**src/design/sdi_pkg.sv**
```systemverilog
// Shared types, constants and helper functions for the SD card SPI-mode start-up sequencer.
// Used by sdi_csd_decode and sd_spi_card_init_sequencer; depends on nothing else.
package sdi_pkg;

    localparam int CAP_W = 42;

    localparam logic [7:0] IDLE_BYTE   = 8'hFF;
    localparam logic [7:0] CMD_PREFIX  = 8'h40;
    localparam logic [7:0] CRC_CMD0    = 8'h95;
    localparam logic [7:0] CRC_CMD8    = 8'h87;
    localparam logic [7:0] CRC_DEFAULT = 8'h01;
    localparam logic [7:0] DATA_TOKEN  = 8'hFE;
    localparam logic [7:0] BUSY_POLLS  = 8'd10;
    localparam logic [31:0] ARG_CMD8   = 32'h0000_01AA;
    localparam logic [31:0] ARG_HCS    = 32'h4000_0000;

    localparam logic [7:0] RST_POLL_LIMIT = 8'd100;
    localparam logic [7:0] RST_TOKEN_MS   = 8'd100;
    localparam logic [7:0] RST_DUMMY      = 8'd80;
    localparam logic [7:0] RST_TRIES      = 8'd20;

    typedef enum logic [1:0] {
        REQ_START = 2'd0,
        REQ_XFER  = 2'd1,
        REQ_TICK  = 2'd2,
        REQ_NONE  = 2'd3
    } req_t;

    typedef enum logic [7:0] {
        REG_POLL_LIMIT = 8'd0,
        REG_TOKEN_MS   = 8'd1,
        REG_DUMMY      = 8'd2,
        REG_TRIES      = 8'd3
    } reg_idx_t;

    typedef enum logic [2:0] {
        ST_BUSY         = 3'd0,
        ST_READY        = 3'd1,
        ST_CMD0_BAD     = 3'd2,
        ST_CMD55_SILENT = 3'd3,
        ST_CMD41_SILENT = 3'd4,
        ST_POLL_TIMEOUT = 3'd5,
        ST_CMD58_BAD    = 3'd6
    } status_t;

    // Card command numbers as they appear in the command byte.
    typedef enum logic [5:0] {
        CMD0  = 6'd0,
        CMD8  = 6'd8,
        CMD9  = 6'd9,
        CMD41 = 6'd41,
        CMD55 = 6'd55,
        CMD58 = 6'd58
    } card_cmd_t;

    function automatic logic [7:0] tries_for(input card_cmd_t c, input logic [7:0] tries);
        logic [7:0] r;
        r = ((c == CMD0) || (c == CMD8) || (c == CMD58)) ? tries : BUSY_POLLS;
        return r;
    endfunction

    // Byte k (0..5) of the six-byte command frame.
    function automatic logic [7:0] packet_byte(input card_cmd_t c, input logic v2,
                                               input logic [2:0] k);
        logic [31:0] arg;
        logic [7:0]  r;
        arg = '0;
        if (c == CMD8)
            arg = ARG_CMD8;
        if ((c == CMD41) && v2)
            arg = ARG_HCS;
        unique case (k)
            3'd0: r = CMD_PREFIX | {2'b00, c};
            3'd1: r = arg[31:24];
            3'd2: r = arg[23:16];
            3'd3: r = arg[15:8];
            3'd4: r = arg[7:0];
            3'd5: r = (c == CMD0) ? CRC_CMD0 : ((c == CMD8) ? CRC_CMD8 : CRC_DEFAULT);
            default: r = '0;
        endcase
        return r;
    endfunction

endpackage

```
**src/design/sdi_csd_decode.sv**
```systemverilog
// CSD register decoder: turns the sixteen CSD bytes into a card capacity in bytes.
// Depends on sdi_pkg for the capacity width.
module sdi_csd_decode
    import sdi_pkg::*;
(
    input  logic [15:0][7:0]   csd,
    output logic [CAP_W-1:0]   capacity
);

    logic [21:0]      c_size_v2;
    logic [11:0]      c_size_v1;
    logic [2:0]       c_mult;
    logic [4:0]       shift_v1;
    logic [CAP_W-1:0] blocks_v2;
    logic [CAP_W-1:0] blocks_v1;

    always_comb
    begin
        c_size_v2 = {csd[7][5:0], csd[8], csd[9]};
        c_size_v1 = {csd[6][1:0], csd[7], csd[8][7:6]};
        c_mult    = {csd[9][1:0], csd[10][7]};
        shift_v1  = {2'b00, c_mult} + 5'd11;
        blocks_v2 = {{(CAP_W-22){1'b0}}, c_size_v2} + {{(CAP_W-1){1'b0}}, 1'b1};
        blocks_v1 = {{(CAP_W-12){1'b0}}, c_size_v1} + {{(CAP_W-1){1'b0}}, 1'b1};
        // Version 2 counts 512 KiB units; anything else is read as version 1.
        if (csd[0][7:6] == 2'b01)
            capacity = blocks_v2 << 19;
        else
            capacity = blocks_v1 << shift_v1;
    end

endmodule

```
**src/design/sd_spi_card_init_sequencer.sv**
```systemverilog
// Top level of the SD card SPI-mode start-up sequencer.
// Depends on sdi_pkg and sdi_csd_decode.
// Path: an accepted item moves from the input register to the result register, and waits in
// the input register while the result register is full and not being drained.
// Throughput: one item per cycle while the result stream is not stalled; each item is worked
// through combinationally between the input register and the result register.
// Reset: asynchronous, active low; sequencer idle, select high, slow clock, status busy,
// configuration registers at their documented defaults.
module sd_spi_card_init_sequencer
    import sdi_pkg::*;
(
    input  logic        clk,
    input  logic        rst_n,
    // Request stream.
    input  logic        s_tvalid,
    output logic        s_tready,
    input  logic [7:0]  s_tdata,   // [7:0] rx_byte
    input  logic [1:0]  s_tuser,   // [1:0] command
    // Result stream.
    output logic        m_tvalid,
    input  logic        m_tready,
    // [7:0] tx_byte, [8] tx_request, [9] select_low, [10] fast_clock, [13:11] status,
    // [14] card_v2, [15] block_addressed, [57:16] size_bytes, [63:58] zero
    output logic [63:0] m_tdata,
    // Configuration writes.
    input  logic        cfg_valid,
    output logic        cfg_ready,
    input  logic [7:0]  cfg_index,
    input  logic [7:0]  cfg_data
);

    typedef enum logic [3:0] {
        PH_IDLE, PH_DUMMY, PH_PRE, PH_PKT, PH_POLL, PH_FLUSH, PH_END1, PH_END2,
        PH_R7, PH_OCR, PH_TOKEN, PH_CSD, PH_CRC, PH_DELAY, PH_DONE
    } phase_t;

    // Configuration registers.
    logic [7:0] poll_limit_reg, token_ms_reg, dummy_reg, tries_reg;

    // Input register.
    logic       in_valid_reg;
    logic [1:0] in_cmd_reg;
    logic [7:0] in_rx_reg;

    // Sequencer state.
    phase_t     phase_reg, phase_next;
    card_cmd_t  cmd_reg, cmd_next;
    logic [7:0] bc_reg, bc_next, ac_reg, ac_next, ms_reg, ms_next, r1_reg, r1_next;
    logic       v2_reg, v2_next, hc_reg, hc_next, sel_reg, sel_next;
    logic       fast_reg, fast_next, ok_reg, ok_next;
    logic [2:0] stat_reg, stat_next;
    logic [CAP_W-1:0] cap_reg, cap_next;
    logic [3:0][7:0]  trailer_reg;
    logic [15:0][7:0] csd_reg;
    logic       tr_we, csd_we;

    // Result register.
    logic       out_valid_reg;
    logic [63:0] out_data_reg;
    logic [7:0] tx_next;
    logic       req_next;

    logic       fire;
    logic [CAP_W-1:0] csd_capacity;
    logic [7:0] bc_inc, ac_inc, ms_dec;

    sdi_csd_decode u_csd_decode
    (
        .csd      (csd_reg),
        .capacity (csd_capacity)
    );

    // A new item moves on whenever the result register is free or being drained.
    assign fire      = in_valid_reg && (!out_valid_reg || m_tready);
    assign s_tready  = !in_valid_reg || fire;
    assign cfg_ready = 1'b1;
    assign m_tvalid  = out_valid_reg;
    assign m_tdata   = out_data_reg;

    assign bc_inc = bc_reg + 8'd1;
    assign ac_inc = ac_reg + 8'd1;
    assign ms_dec = (ms_reg != 8'd0) ? ms_reg - 8'd1 : ms_reg;

    // One step of the sequence for the item held in the input register.
    always_comb
    begin
        phase_next = phase_reg;
        cmd_next   = cmd_reg;
        bc_next    = bc_reg;
        ac_next    = ac_reg;
        ms_next    = ms_reg;
        r1_next    = r1_reg;
        v2_next    = v2_reg;
        hc_next    = hc_reg;
        sel_next   = sel_reg;
        fast_next  = fast_reg;
        ok_next    = ok_reg;
        stat_next  = stat_reg;
        cap_next   = cap_reg;
        tx_next    = 8'h00;
        req_next   = 1'b0;
        tr_we      = 1'b0;
        csd_we     = 1'b0;

        unique case (in_cmd_reg)
            REQ_START:
            begin
                sel_next = 1'b0; fast_next = 1'b0; v2_next = 1'b0; hc_next = 1'b0;
                ok_next = 1'b0; cap_next = '0; r1_next = IDLE_BYTE; ac_next = '0;
                ms_next = '0; stat_next = ST_BUSY; bc_next = '0;
                tx_next = IDLE_BYTE; req_next = 1'b1;
                if (dummy_reg != 8'd0)
                    phase_next = PH_DUMMY;
                else
                begin
                    cmd_next = CMD0; sel_next = 1'b1; phase_next = PH_PRE;
                end
            end
            REQ_XFER:
            begin
                unique case (phase_reg)
                    PH_DUMMY:
                    begin
                        bc_next = bc_inc; tx_next = IDLE_BYTE; req_next = 1'b1;
                        if (bc_inc >= dummy_reg)
                        begin
                            cmd_next = CMD0; sel_next = 1'b1; phase_next = PH_PRE;
                        end
                    end
                    PH_PRE:
                    begin
                        phase_next = PH_PKT; bc_next = '0; req_next = 1'b1;
                        tx_next = packet_byte(cmd_reg, v2_reg, 3'd0);
                    end
                    PH_PKT:
                    begin
                        bc_next = bc_inc; req_next = 1'b1; tx_next = IDLE_BYTE;
                        if (bc_inc < 8'd6)
                            tx_next = packet_byte(cmd_reg, v2_reg, bc_inc[2:0]);
                        else if (tries_for(cmd_reg, tries_reg) == 8'd0)
                        begin
                            sel_next = 1'b0; phase_next = PH_FLUSH;
                        end
                        else
                        begin
                            phase_next = PH_POLL; bc_next = '0;
                        end
                    end
                    PH_POLL:
                    begin
                        bc_next = bc_inc;
                        if (!in_rx_reg[7])
                        begin
                            r1_next = in_rx_reg;
                            // Handling of a valid R1 depends on the command.
                            unique case (cmd_reg)
                                CMD0:
                                begin
                                    if (in_rx_reg == 8'h01)
                                    begin
                                        phase_next = PH_END1; tx_next = IDLE_BYTE;
                                        req_next = 1'b1;
                                    end
                                    else
                                    begin
                                        stat_next = ST_CMD0_BAD; phase_next = PH_DONE;
                                    end
                                end
                                CMD8:
                                begin
                                    tx_next = IDLE_BYTE; req_next = 1'b1;
                                    if (in_rx_reg == 8'h01)
                                    begin
                                        phase_next = PH_R7; bc_next = '0;
                                    end
                                    else
                                        phase_next = PH_END1;
                                end
                                CMD58:
                                begin
                                    if (in_rx_reg == 8'h00)
                                    begin
                                        phase_next = PH_OCR; bc_next = '0;
                                        tx_next = IDLE_BYTE; req_next = 1'b1;
                                    end
                                    else
                                    begin
                                        stat_next = ST_CMD58_BAD; phase_next = PH_DONE;
                                    end
                                end
                                CMD9:
                                begin
                                    tx_next = IDLE_BYTE; req_next = 1'b1;
                                    if (in_rx_reg == 8'h00)
                                    begin
                                        phase_next = PH_TOKEN; ms_next = '0;
                                    end
                                    else
                                        phase_next = PH_END1;
                                end
                                default:
                                begin
                                    phase_next = PH_END1; tx_next = IDLE_BYTE;
                                    req_next = 1'b1;
                                end
                            endcase
                        end
                        else
                        begin
                            tx_next = IDLE_BYTE; req_next = 1'b1;
                            if (bc_inc >= tries_for(cmd_reg, tries_reg))
                            begin
                                sel_next = 1'b0; phase_next = PH_FLUSH;
                            end
                        end
                    end
                    PH_FLUSH:
                    begin
                        // The command stayed silent.
                        unique case (cmd_reg)
                            CMD0:
                            begin
                                stat_next = ST_CMD0_BAD; phase_next = PH_DONE;
                            end
                            CMD8:
                            begin
                                ac_next = '0;
                                if (poll_limit_reg != 8'd0)
                                begin
                                    cmd_next = CMD55; sel_next = 1'b1; phase_next = PH_PRE;
                                    tx_next = IDLE_BYTE; req_next = 1'b1;
                                end
                                else
                                begin
                                    stat_next = ST_POLL_TIMEOUT; phase_next = PH_DONE;
                                end
                            end
                            CMD55:
                            begin
                                stat_next = ST_CMD55_SILENT; phase_next = PH_DONE;
                            end
                            CMD41:
                            begin
                                stat_next = ST_CMD41_SILENT; phase_next = PH_DONE;
                            end
                            CMD58:
                            begin
                                stat_next = ST_CMD58_BAD; phase_next = PH_DONE;
                            end
                            default:
                            begin
                                phase_next = PH_END1; tx_next = IDLE_BYTE; req_next = 1'b1;
                            end
                        endcase
                    end
                    PH_END1:
                    begin
                        sel_next = 1'b0; phase_next = PH_END2;
                        tx_next = IDLE_BYTE; req_next = 1'b1;
                    end
                    PH_END2:
                    begin
                        unique case (cmd_reg)
                            CMD0:
                            begin
                                ms_next = 8'd2; phase_next = PH_DELAY;
                            end
                            CMD8:
                            begin
                                ac_next = '0;
                                if (poll_limit_reg != 8'd0)
                                begin
                                    cmd_next = CMD55; sel_next = 1'b1; phase_next = PH_PRE;
                                    tx_next = IDLE_BYTE; req_next = 1'b1;
                                end
                                else
                                begin
                                    stat_next = ST_POLL_TIMEOUT; phase_next = PH_DONE;
                                end
                            end
                            CMD55:
                            begin
                                cmd_next = CMD41; sel_next = 1'b1; phase_next = PH_PRE;
                                tx_next = IDLE_BYTE; req_next = 1'b1;
                            end
                            CMD41:
                            begin
                                if (r1_reg == 8'h00)
                                begin
                                    cmd_next = CMD58; sel_next = 1'b1; phase_next = PH_PRE;
                                    tx_next = IDLE_BYTE; req_next = 1'b1;
                                end
                                else
                                begin
                                    ms_next = 8'd1; phase_next = PH_DELAY;
                                end
                            end
                            CMD58:
                            begin
                                fast_next = 1'b1; cmd_next = CMD9; sel_next = 1'b1;
                                phase_next = PH_PRE; tx_next = IDLE_BYTE; req_next = 1'b1;
                            end
                            default:
                            begin
                                if (ok_reg)
                                    cap_next = csd_capacity;
                                stat_next = ST_READY; phase_next = PH_DONE;
                            end
                        endcase
                    end
                    PH_R7, PH_OCR:
                    begin
                        tr_we = 1'b1; bc_next = bc_inc;
                        tx_next = IDLE_BYTE; req_next = 1'b1;
                        if (bc_inc >= 8'd4)
                        begin
                            // The byte in flight is the last trailer byte.
                            if (phase_reg == PH_R7)
                                v2_next = (trailer_reg[2] == 8'h01) && (in_rx_reg == 8'hAA);
                            else
                                hc_next = v2_reg && trailer_reg[0][6];
                            phase_next = PH_END1;
                        end
                    end
                    PH_TOKEN:
                    begin
                        tx_next = IDLE_BYTE; req_next = 1'b1;
                        if (in_rx_reg == DATA_TOKEN)
                        begin
                            phase_next = PH_CSD; bc_next = '0;
                        end
                        else if ((in_rx_reg[7:4] == 4'h0) || (ms_reg >= token_ms_reg))
                            phase_next = PH_END1;
                    end
                    PH_CSD:
                    begin
                        csd_we = 1'b1; bc_next = bc_inc;
                        tx_next = IDLE_BYTE; req_next = 1'b1;
                        if (bc_inc >= 8'd16)
                        begin
                            phase_next = PH_CRC; bc_next = '0;
                        end
                    end
                    PH_CRC:
                    begin
                        bc_next = bc_inc; tx_next = IDLE_BYTE; req_next = 1'b1;
                        if (bc_inc >= 8'd2)
                        begin
                            ok_next = 1'b1; phase_next = PH_END1;
                        end
                    end
                    default:
                    begin
                    end
                endcase
            end
            REQ_TICK:
            begin
                if (phase_reg == PH_DELAY)
                begin
                    ms_next = ms_dec;
                    if (ms_dec == 8'd0)
                    begin
                        if (cmd_reg == CMD0)
                        begin
                            cmd_next = CMD8; sel_next = 1'b1; phase_next = PH_PRE;
                            tx_next = IDLE_BYTE; req_next = 1'b1;
                        end
                        else
                        begin
                            ac_next = ac_inc;
                            if (ac_inc < poll_limit_reg)
                            begin
                                cmd_next = CMD55; sel_next = 1'b1; phase_next = PH_PRE;
                                tx_next = IDLE_BYTE; req_next = 1'b1;
                            end
                            else
                            begin
                                stat_next = ST_POLL_TIMEOUT; phase_next = PH_DONE;
                            end
                        end
                    end
                end
                else if (phase_reg == PH_TOKEN)
                begin
                    if (ms_reg != 8'hFF)
                        ms_next = ms_reg + 8'd1;
                end
            end
            default:
            begin
            end
        endcase
    end

    always_ff @(posedge clk or negedge rst_n)
    begin
        if (!rst_n)
        begin
            poll_limit_reg <= RST_POLL_LIMIT;
            token_ms_reg   <= RST_TOKEN_MS;
            dummy_reg      <= RST_DUMMY;
            tries_reg      <= RST_TRIES;
            in_valid_reg   <= 1'b0;
            out_valid_reg  <= 1'b0;
            phase_reg      <= PH_IDLE;
            cmd_reg        <= CMD0;
            bc_reg         <= '0;
            ac_reg         <= '0;
            ms_reg         <= '0;
            r1_reg         <= IDLE_BYTE;
            v2_reg         <= 1'b0;
            hc_reg         <= 1'b0;
            sel_reg        <= 1'b0;
            fast_reg       <= 1'b0;
            ok_reg         <= 1'b0;
            stat_reg       <= ST_BUSY;
            cap_reg        <= '0;
        end
        else
        begin
            if (cfg_valid && cfg_ready)
            begin
                unique case (cfg_index)
                    REG_POLL_LIMIT: poll_limit_reg <= cfg_data;
                    REG_TOKEN_MS:   token_ms_reg   <= cfg_data;
                    REG_DUMMY:      dummy_reg      <= cfg_data;
                    REG_TRIES:      tries_reg      <= cfg_data;
                    default:
                    begin
                    end
                endcase
            end
            if (s_tvalid && s_tready)
                in_valid_reg <= 1'b1;
            else if (fire)
                in_valid_reg <= 1'b0;
            if (fire)
                out_valid_reg <= 1'b1;
            else if (m_tready)
                out_valid_reg <= 1'b0;
            if (fire)
            begin
                phase_reg <= phase_next;
                cmd_reg   <= cmd_next;
                bc_reg    <= bc_next;
                ac_reg    <= ac_next;
                ms_reg    <= ms_next;
                r1_reg    <= r1_next;
                v2_reg    <= v2_next;
                hc_reg    <= hc_next;
                sel_reg   <= sel_next;
                fast_reg  <= fast_next;
                ok_reg    <= ok_next;
                stat_reg  <= stat_next;
                cap_reg   <= cap_next;
            end
        end
    end

    // Payload registers: input item, trailer and CSD bytes, and the result word.
    always_ff @(posedge clk)
    begin
        if (s_tvalid && s_tready)
        begin
            in_cmd_reg <= s_tuser;
            in_rx_reg  <= s_tdata;
        end
        if (fire && tr_we)
            trailer_reg[bc_reg[1:0]] <= in_rx_reg;
        if (fire && csd_we)
            csd_reg[bc_reg[3:0]] <= in_rx_reg;
        if (fire)
            out_data_reg <= {6'b0, cap_next, hc_next, v2_next, stat_next, fast_next,
                             sel_next, req_next, tx_next};
    end

endmodule
```
**config.mk**
```make
export PLATFORM = sky130hd
export DESIGN_NAME = sd_spi_card_init_sequencer
export DESIGN_NICKNAME = d
export VERILOG_FILES = /design/src/design/sdi_pkg.sv /design/src/design/sdi_csd_decode.sv /design/src/design/sd_spi_card_init_sequencer.sv
export SDC_FILE = /design/constraint.sdc
export NUM_CORES = 1
export LEC_CHECK = 0
export BUFFER_PORTS_ARGS = -buffer_cell sky130_fd_sc_hd__buf_2
export CAP_MARGIN = 20
export CORE_MARGIN = 3
export CORE_UTILIZATION = 45
export CTS_BUF_LIST = sky130_fd_sc_hd__clkbuf_4 sky130_fd_sc_hd__clkbuf_8 sky130_fd_sc_hd__clkbuf_16
export DETAILED_ROUTE_END_ITERATION = 6
export GPL_TIMING_DRIVEN = 0
export SLEW_MARGIN = 20
export SYNTH_ARGS = -nofsm -noshare
export SYNTH_HDL_FRONTEND = slang
export SYNTH_HIERARCHICAL = 1
export SYNTH_SLANG_ARGS = --single-unit
```
**constraint.sdc**
```tcl
create_clock -name clk -period 4.6 [get_ports clk]
set_input_delay 0.92 -clock clk [delete_from_list [all_inputs] [get_ports clk]]
set_output_delay 0.92 -clock clk [all_outputs]
set_load 0.05 [all_outputs]
```
Yosys cells after proc, flatten, opt, wreduce, memory -nomap -nowiden
Cells that the tools add are included.

cells by class
  $add $sub $neg = 7
  magnitude comparators = 12
  eq/ne operators = 67
  shift-type cells = 1
  multiplexer cells = 165
  reduce and logical (&&, ||, !) cells = 51

operator list
  operator             count
  $mux 8               37
  $mux 42              4
  $pmux 8 s6           3
  $bwmux 128           1
  $pmux 8 s2           7
  $pmux 8 s3           4
  $pmux 42 s2          1
  $mux 4               18
  $mux 6               9
  $pmux 4 s11          1
  $shl 42x5->42        1
  $mux 1               41
  $logic_not 8->1      5
  $ne 3x3->1 const B   12
  $pmux 6 s3           2
  $bwmux 32            1
  $demux 8 s4          1
  $mux 32              1
  $pmux 4 s4           2
  $mux 3               9
  $add 8x1->8 const B  3
  $eq 4x4->1 const B   6
  $eq 8x1->1 const B   3
  $ge 8x8->1           3
  other kinds (69)     128

word-level totals
  register bits after elaboration = 354
  input bits = 31
  output and inout port bits = 67
  word-level logic and storage cells = 345

Logic depth before layout (Yosys ltp)
Gate-level depths: netlist (run 1).

  depth after elaboration = 9
  mapped depth = 15

Hierarchy
The synthesis (run 1) kept the hierarchy.

by module, submodules not included
  module                      instances  cells each  area each (sq um)
  sd_spi_card_init_sequencer  1          1,425       15,966.6
  sdi_csd_decode              1          321         2,169.6

Worst setup path before layout (run 1)
Ideal clock, no wire load.

  path kind = input to register
  start point = input port m_tready
  end point = register cap_reg[10]
  library setup time = 0.130 ns
  data arrival time = 3.501 ns
  data required time = 4.470 ns
  path slack = 0.969 ns
  stages on the path = 5
  path buffers = 1
  path through = nand2b_1 -> nand2_1 -> inv_1 -> clkbuf_1 -> mux2_2

on the way
  cells in the longest elaborated chain, start to end = 2

ends and longest elaborated chain
  what                    RTL line                           text
  start: declaration      sd_spi_card_init_sequencer.sv:21   input logic m_tready,
  $logic_or 1x1->1        sd_spi_card_init_sequencer.sv:74   assign fire = in_valid_reg && (!out_valid_reg || m_tready);
  $logic_and 1x1->1       sd_spi_card_init_sequencer.sv:74
  via fire                sd_spi_card_init_sequencer.sv:63   logic fire;
  end signal: assignment  sd_spi_card_init_sequencer.sv:456  cap_reg <= cap_next;
  end: declaration        sd_spi_card_init_sequencer.sv:52   logic [CAP_W-1:0] cap_reg, cap_next;

The timed path passes the listed nets, and every way through them passes these cells.
A chain may end at the register's enable or synchronous reset.

Final worst setup path (run 1)
  start point = register cmd_reg[4]
  end point = register out_data_reg[9], in the netlist m_tdata[9] (data pin)

on the way
  cells in the longest elaborated chain, start to end = 9
  elaborated cells between the ends (all ways) = 22
  those cells by class = order compare (1); eq/ne (4); mux (12); reduce/logical (5)

ends and longest elaborated chain
  what                                                  RTL line                                                              text
  start: declaration                                    sd_spi_card_init_sequencer.sv:47                                      card_cmd_t cmd_reg, cmd_next;
  start signal: assignment                              sd_spi_card_init_sequencer.sv:445                                     cmd_reg <= cmd_next;
  $eq 6x4->1 / $logic_not 6->1 (equally long branches)  n/a
  $logic_or 1x1->1 (2 in series)                        sdi_pkg.sv:58                                                         r = ((c == CMD0) || (c == CMD8) || (c == CMD58)) ? tries : BUSY_POLLS;
  $mux 8                                                sdi_pkg.sv:58
  $ge 8x8->1 / $logic_not 8->1 (equally long branches)  sd_spi_card_init_sequencer.sv:211, sd_spi_card_init_sequencer.sv:140
  $mux 1 (on tied branches)                             sd_spi_card_init_sequencer.sv:211, sd_spi_card_init_sequencer.sv:140
  $mux 1 (on tied branches)                             sd_spi_card_init_sequencer.sv:152, sd_spi_card_init_sequencer.sv:138
  $pmux 1 s6                                            sd_spi_card_init_sequencer.sv:121                                     unique case (phase_reg)
  $pmux 1 s3 *                                          sd_spi_card_init_sequencer.sv:105                                     unique case (in_cmd_reg)
  via sel_next                                          sd_spi_card_init_sequencer.sv:49                                      logic v2_reg, v2_next, hc_reg, hc_next, sel_reg, sel_next;
  end signal: assignment                                sd_spi_card_init_sequencer.sv:474                                     out_data_reg <= {6'b0, cap_next, hc_next, v2_next, stat_next, fast_next,
  end: declaration                                      sd_spi_card_init_sequencer.sv:59                                      logic [63:0] out_data_reg;

Mark *: on every way through the listed nets, which the timed path passes. The rest lies on a longest branch.

==> impl_table.tex, run 1 <==
\begin{tabular}{lr}
\hline
Metric & Value \\
\hline
\multicolumn{2}{l}{\textbf{Status}} \\
Result of the run & complete, no violations \\
\multicolumn{2}{l}{\textbf{Global route}} \\
Via count of the first global-routing pass & around 13000 \\
Maximum number of pins on one net before global-route repair & 73 \\
Global-route wire length before repair & approximately 76 mm \\
Global Route Usage Sum & 0.269 \\
Antenna violations before repair & 0 \\
Overall overflow remaining after global route & 0 \\
\multicolumn{2}{l}{\textbf{Floorplanning}} \\
Core Box Area & roughly 33000 sq um \\
Starting density of the core & 0.461 \\
Floorplan die area & approximately 36000 sq um \\
Cell row count & 66 \\
Die Span X & 189 um \\
Number of ports placed on the die boundary & slightly below 100 \\
Vertical die dimension & approximately 190 um \\
\multicolumn{2}{l}{\textbf{Clock network}} \\
Root Driver & sky130\_fd\_sc\_hd\_\_clkbuf\_16 \\
Insertion delay of the later-clocked pin in the worst-skew pair & about 0.54 ns \\
H-tree Lvls & 1 \\
Count of cells resized by post-cts repair & 0 \\
Number of buffers inserted by hold repair at cts & 0 \\
Clock tree from TritonCTS & built \\
Clk pin slew, worst setup/hold paths & roughly 0.060 ns \\
CTS sink cnt & 232 \\
Buffers inserted during post-CTS setup optimization & 0 \\
Number of buffers created by CTS & 26 \\
Maximum number of buffers from clock root to sink & 3 \\
\multicolumn{2}{l}{\textbf{Drt}} \\
Detail-routed net length per standard cell & roughly 22 um \\
Via count normalized by instance count & between 6 and 7 \\
DRT Wirelength & around 50 mm \\
DR vias & about 13000 \\
Routed wl met2 & around 21 mm \\
Metal1 wirelength & around 22 mm \\
Met3 wire len & approximately 4.0 mm \\
Detailed-routing iteration count for the pre-antenna-repair pass & 6 \\
Uppermost layer routed & met5 \\
\# DRC & 0 \\
Count of routing violations after the opening detailed-route iteration & between 1000 and 1500 \\
Number of nets with antenna violations after detailed routing & 0 \\
\multicolumn{2}{l}{\textbf{Worst setup path}} \\
Maximum fanout along the worst path & 9 \\
Required time at the endpoint of the critical path & $\sim$4.9 ns \\
Cell type group with the largest total delay on the critical path & compound AO/OA/AOI/OAI gates \\
Startpoint type of the worst setup path & flop \\
Worst path buffer plus inverter count & 1 \\
Capturing element type of the critical path & flop \\
Data arrival time of the critical path & 4.57 ns \\
Ordered list of cells on the worst path & or3\_1 -> clkbuf\_1 -> a21oi\_1 -> nand2\_1 -> ha\_1 -> o211ai\_1 -> nor3\_1 -> o21ai\_0 -> a2111oi\_0 -> a31o\_2 -> o21ai\_0 \\
Critical Path Slowest Stage Cell & sky130\_fd\_sc\_hd\_\_a2111oi\_0 \\
Crit Path Category & flop to flop \\
Worst path most repeated cell & sky130\_fd\_sc\_hd\_\_o21ai\_0 \\
Slowest cell delay on critical path & around 0.87 ns \\
\multicolumn{2}{l}{\textbf{STA}} \\
Max frequency & between 0.2 and 0.25 GHz \\
Period utilization & 0.940 \\
Final count of negative-setup-slack endpoints & 0 \\
Worst relative slew slack & 0.254 \\
Final worst setup slack & around 0.28 ns \\
Slew Limit Fails & 0 \\
Number of failing hold endpoints at the final stage & 0 \\
Clock period minus worst slack & 4.32 ns \\
Setup TNS & 0 ns \\
Fin Clk Skew & a little under 0.02 ns \\
Unrepaired setup endpoints after global routing & false \\
Worst-margin pin slew & 1.11 ns \\
\multicolumn{2}{l}{\textbf{Layout}} \\
Number of nets in the finished design & 1842 \\
Share of post-route cells with drive strength above 1 & 0.157 \\
Register Area & between 6000 and 7000 sq um \\
Number of flip-flops under the largest register name & slightly below 60 \\
Diodes inserted & 0 \\
End-of-flow core utilization & 0.520 \\
Footprint of the multi-input gates & 7950 sq um \\
Number of filler cells placed in the layout & just over 3000 \\
Signed area change from the synthesized netlist to the final layout & 12.8\% \\
\multicolumn{2}{l}{\textbf{Placement}} \\
Routability Congestion & between 0.9 and 1 \\
Port Buffers & 90 \\
HPWL after detailed placement & around 38 mm \\
Pre-CTS setup slack & 0.396 ns \\
\multicolumn{2}{l}{\textbf{Pwr}} \\
Peak supply drop & 0.000227 V \\
Overall Power & about 5.5 mW \\
Pwr Density & around 320 nW/um\^{}2 \\
Reported leakage power & 6.93 nW \\
\multicolumn{2}{l}{\textbf{Yosys}} \\
Syn Area/Cell & between 9 and 10 sq um \\
Gate Count Post-Synth & about 1600 \\
Yosys warning count & 6 \\
Post-synth design cell area & 15100 sq um \\
\multicolumn{2}{l}{\textbf{Job}} \\
Max-cap violations & 0 \\
\multicolumn{2}{l}{\textbf{Hold path}} \\
Worst hold path class & primary input to async pin \\
\hline
\end{tabular}
-- cell type report --
cell class / count / share of cell area
plain buffers: 112 / 0.0351
clock buffers: 33 / 0.0426
clock inverters: 15 / 0.00609
inverters: 63 / 0.0139
multi-input cells: 1234 / 0.467
flip-flops and latches: 232 / 0.373
well taps: 442 / 0.0324
repair buffers: 92 / 0.0302
-- cell usage in the layout (no fill, tap or decap), types with 8 or more instances in the layout --
cell type and n:
sky130_fd_sc_hd__nand3_1 64, sky130_fd_sc_hd__and2_1 12, sky130_fd_sc_hd__dfstp_2 18, sky130_fd_sc_hd__xor2_1 13, sky130_fd_sc_hd__edfxtp_1 106, sky130_fd_sc_hd__or3_1 8
sky130_fd_sc_hd__a31oi_1 17, sky130_fd_sc_hd__nand2_1 207, sky130_fd_sc_hd__clkbuf_16 27, sky130_fd_sc_hd__clkbuf_1 70, sky130_fd_sc_hd__xnor2_1 25, sky130_fd_sc_hd__ha_1 50
sky130_fd_sc_hd__clkbuf_8 8, sky130_fd_sc_hd__o21ai_0 170, sky130_fd_sc_hd__and3_1 13, sky130_fd_sc_hd__o211ai_1 18, sky130_fd_sc_hd__mux2_2 36, sky130_fd_sc_hd__dfrtp_1 108
sky130_fd_sc_hd__buf_2 104, sky130_fd_sc_hd__nor2_1 106, sky130_fd_sc_hd__nand4_1 16, sky130_fd_sc_hd__nor2b_1 8, sky130_fd_sc_hd__buf_4 12, sky130_fd_sc_hd__nor3_1 41
sky130_fd_sc_hd__o221ai_1 18, sky130_fd_sc_hd__nand2b_1 18, sky130_fd_sc_hd__a211oi_1 12, sky130_fd_sc_hd__mux2i_1 57, sky130_fd_sc_hd__a22oi_1 36, sky130_fd_sc_hd__inv_1 60
sky130_fd_sc_hd__or2_2 10, sky130_fd_sc_hd__o31ai_1 13, sky130_fd_sc_hd__nor4_1 15, sky130_fd_sc_hd__o22ai_1 29, sky130_fd_sc_hd__a21oi_1 53, sky130_fd_sc_hd__a21o_1 15
-- report_power, final --
part / total [mW] / internal [mW] / switching [mW]
clock: 2.01 / 1.17 / 0.837
combinational: 1.10 / 0.299 / 0.804
sequential: 2.38 / 2.29 / 0.0868
-- metrics by stage --
stage,hold slack [ns],cells,cell area [sq um]
floorplan,0.457,1641,15100
global placement,0.476,2173,16100
detailed placement,0.480,2175,16200
CTS,0.319,2223,17000
global route,0.332,2223,17000
finish,0.306,2223,17000
-- routing by layer --
layer / track usage / vias to the layer above
met5: 0.0124 / -
met4: 0.0862 / 2
met3: 0.0459 / 92
met2: 0.413 / 602
met1: 0.387 / 6465
li1: - / 6331
-- worst paths after layout --
| check | from | to | slack (ns) | cells past startpoint |
|---|---|---|---|---|
| min in group clk | r1_reg[4] | r1_reg[4] | 0.49 | 2 |
| max in group asynchronous | rst_n | dummy_reg[6] | 3.51 | 2 |
| hold / removal | rst_n | cap_reg[8] | 0.31 | 1 |
| setup / recovery | cmd_reg[4] | m_tdata[9] | 0.28 | 11 |
| setup reg to reg | cmd_reg[4] | m_tdata[9] | 0.28 | 11 |
| hold reg to reg | r1_reg[4] | r1_reg[4] | 0.49 | 2 |
No activity file was read; power rests on OpenSTA's default activity.
==> inputs of run 2 (changes only) <==
Settings changed: CELL_PAD_IN_SITES_DETAIL_PLACEMENT set to 1, CELL_PAD_IN_SITES_GLOBAL_PLACEMENT set to 2, CORE_UTILIZATION 45 to 38, PLACE_DENSITY set to 0.82.
Clock period 4.6 ns to 3.9 ns, I/O delays scaled along.
==> impl_table.tex, run 2 (synthesis results as in run 1) <==
\begin{tabular}{lr}
\hline
Metric & Value \\
\hline
\multicolumn{2}{l}{\textbf{Drt}} \\
DR vias & 13700 \\
Via count normalized by instance count & around 5.9 \\
Count of routing violations after the opening detailed-route iteration & between 1000 and 1500 \\
Detail-routed net length per standard cell & around 23 um \\
Detailed-routing iteration count for the pre-antenna-repair pass & 5 \\
Number of nets with antenna violations after detailed routing & 0 \\
\# DRC & 0 \\
DRT Wirelength & 54.2 mm \\
\multicolumn{2}{l}{\textbf{Global route}} \\
Global-route wire length before repair & 83.7 mm \\
GR met2 Demand/Resource & 0.400 \\
Global-route met3 utilization & 0.0356 \\
Via count of the first global-routing pass & roughly 14000 \\
Most used routing layer in global routing & met2 \\
Antenna violations before repair & 1 \\
Global Route Usage Sum & 0.255 \\
Maximum number of pins on one net before global-route repair & 87 \\
Overall overflow remaining after global route & 0 \\
Met1 global-route usage & 0.365 \\
\multicolumn{2}{l}{\textbf{Worst setup path}} \\
Reg-to-reg critical path endpoint & cap\_reg[18] \\
Slowest cell delay on critical path & $\sim$0.67 ns \\
Maximum fanout along the worst path & 10 \\
Capturing element type of the critical path & flop \\
Ordered list of cells on the worst path & clkbuf\_8 -> clkinvlp\_4 -> ha\_1 -> inv\_1 -> ha\_1 -> clkdlybuf4s50\_2 -> clkinvlp\_4 -> nand2\_1 -> o2111ai\_1 -> o21ai\_0 -> o221ai\_1 -> a22oi\_1 -> o21ai\_0 \\
Flop2flop setup slack & $\sim$0.032 ns \\
Reg-to-reg critical path startpoint & csd\_reg[87] \\
Startpoint type of the worst setup path & flop \\
Required time at the endpoint of the critical path & between 4 and 5 ns \\
Crit Path Category & flop to flop \\
Data arrival time of the critical path & approximately 4.3 ns \\
Critical Path Slowest Stage Cell & sky130\_fd\_sc\_hd\_\_o221ai\_1 \\
Path depth of the worst reg2reg path & 13 \\
\multicolumn{2}{l}{\textbf{Clock network}} \\
Root Driver & sky130\_fd\_sc\_hd\_\_clkbuf\_16 \\
Maximum number of buffers from clock root to sink & 3 \\
Clock tree from TritonCTS & built \\
CTS sink cnt & about 230 \\
Number of buffers inserted by hold repair at cts & 0 \\
Clk pin slew, worst setup/hold paths & 0.06 ns \\
Number of buffers created by CTS & 27 \\
Insertion delay of the later-clocked pin in the worst-skew pair & 0.56 ns \\
H-tree Lvls & 1 \\
\multicolumn{2}{l}{\textbf{Layout}} \\
Final design instance area without fill & 17400 sq um \\
Share of post-route cells with drive strength above 1 & 0.172 \\
End-of-flow core utilization & 0.446 \\
Number of nets in the finished design & around 1800 \\
Most common library cell in the layout ignoring fill and taps & sky130\_fd\_sc\_hd\_\_nand2\_1 \\
Signed area change from the synthesized netlist to the final layout & 15.0\% \\
Number of flip-flops under the largest register name & 58 \\
Diodes inserted & 0 \\
Commonest non-fill, non-tap cells in the layout & sky130\_fd\_sc\_hd\_\_nand2\_1 (207), sky130\_fd\_sc\_hd\_\_o21ai\_0 (167), sky130\_fd\_sc\_hd\_\_edfxtp\_1 (106), sky130\_fd\_sc\_hd\_\_buf\_2 (105), sky130\_fd\_sc\_hd\_\_dfrtp\_1 (105) \\
\multicolumn{2}{l}{\textbf{Pwr}} \\
Flop pwr share & 0.407 \\
Combinational group share of total power & 0.192 \\
Internal power component & 4.77 mW \\
Overall Power & a little under 7 mW \\
Switch Pwr & 2.15 mW \\
Pwr Density & $\sim$400 nW/um\^{}2 \\
Switching power share of the total & 0.311 \\
Reported leakage power & a little over 7 nW \\
Portion of total power attributed to the clock network & 0.401 \\
Peak supply drop & between 0.0003 and 0.0004 V \\
\multicolumn{2}{l}{\textbf{Hold path}} \\
Worst hold path class & primary input to async pin \\
\multicolumn{2}{l}{\textbf{Placement}} \\
Cell area reported after detailed placement & 16300 sq um \\
Port Buffers & 90 \\
Routability Congestion & just over 0.9 \\
HPWL after detailed placement & between 40 and 50 mm \\
\multicolumn{2}{l}{\textbf{STA}} \\
Max frequency & 0.259 GHz \\
Number of failing hold endpoints at the final stage & 0 \\
Slew Limit Fails & 0 \\
Fin Clk Skew & between 0.02 and 0.025 ns \\
Final count of negative-setup-slack endpoints & 0 \\
Period utilization & 0.992 \\
Clock period minus worst slack & just under 4 ns \\
Worst relative slew slack & 0.326 \\
Worst-margin pin slew & $\sim$1.0 ns \\
\multicolumn{2}{l}{\textbf{Job}} \\
Max-cap violations & 0 \\
\multicolumn{2}{l}{\textbf{Floorplanning}} \\
Floorplan die area & 42200 sq um \\
Core Box Area & about 39000 sq um \\
Die Span X & around 200 um \\
Cell row count & 72 \\
Number of ports placed on the die boundary & between 90 and 100 \\
Vertical die dimension & just over 200 um \\
Starting density of the core & 0.388 \\
\multicolumn{2}{l}{\textbf{Status}} \\
Result of the run & complete, no violations \\
\hline
\end{tabular}
==> run 2: worst max path at each step <==
stage	cells past startpoint	end	startpoint	slack (ns)
after global placement	8	fast_reg	m_tready	-0.96
after CTS	9	csd_reg[60]	in_cmd_reg[1]	0.0005
final	13	cap_reg[18]	csd_reg[87]	0.03
after detailed placement	14	cap_reg[12]	csd_reg[87]	-0.49
after floorplan	5	cap_reg[10]	m_tready	0.41
after global routing	12	m_tdata[30]	csd_reg[87]	-0.02
==> run 2: layer usage <==
layer  routed length, um  vias to the layer above
met4                1530                        0
met3                3080                       86
li1                    -                     6334
met5                   0                        -
met1               24800                     6829
met2               24700                      436
==> run 2: cell type report <==
| class | instances | area [sq um] |
|---|---|---|
| Sequential cell | 232 | 6360 |
| Clock buffer | 30 | 704 |
| Clock inverter | 19 | 262 |
| Fill cell | 4494 | 21600 |
| Multi-Input combinational cell | 1234 | 8000 |
| Timing Repair Buffer | 99 | 568 |
| Buffer | 110 | 594 |
| Inverter | 63 | 244 |
| Tap cell | 518 | 648 |
==> run 2: critical path: cells and delay by family, from the launching register on <==
kind	cells	cell delay, ns
buffers and inverters	5	1.29
adders and majority gates	2	0.46
DFF	1	0.40
AOI/OAI and AO/OA	5	1.55
and+or+nand+nor	1	0.08
==> run 2: per-stage QoR <==
step | setup TNS [ns] | hold slack [ns] | std cells | setup slack (ns)
floorplan | 0 | 0.457 | 1641 | 0.409
global placement | -56.90 | 0.471 | 2249 | -0.962
detailed placement | -8.45 | 0.481 | 2251 | -0.490
CTS | 0 | 0.115 | 2299 | 0.000528
global route | -0.0267 | 0.125 | 2305 | -0.0170
finish | 0 | 0.116 | 2305 | 0.0318
==> run 2: power groups by stage <==
stage	Combinational [mW]	Clock, mW	Sequential, mW
after floorplan	0.697	0	2.97
after global placement	1.26	0	2.86
after detailed placement	1.29	0	2.86
after CTS	1.31	2.81	2.81
after global routing	1.44	2.94	2.83
final	1.33	2.77	2.82
==> run 2: what timing repair did <==
| item | in CTS | in global routing |
|---|---|---|
| endpoints found under the setup margin | 52 | 53 |
| gates resized for setup | 9 | 15 |
| endpoints found under the hold margin | 0 | 0 |
| pin swaps | 0 | 2 |
| buffers inserted | 0 | 6 |
| cloned | 0 | 0 |
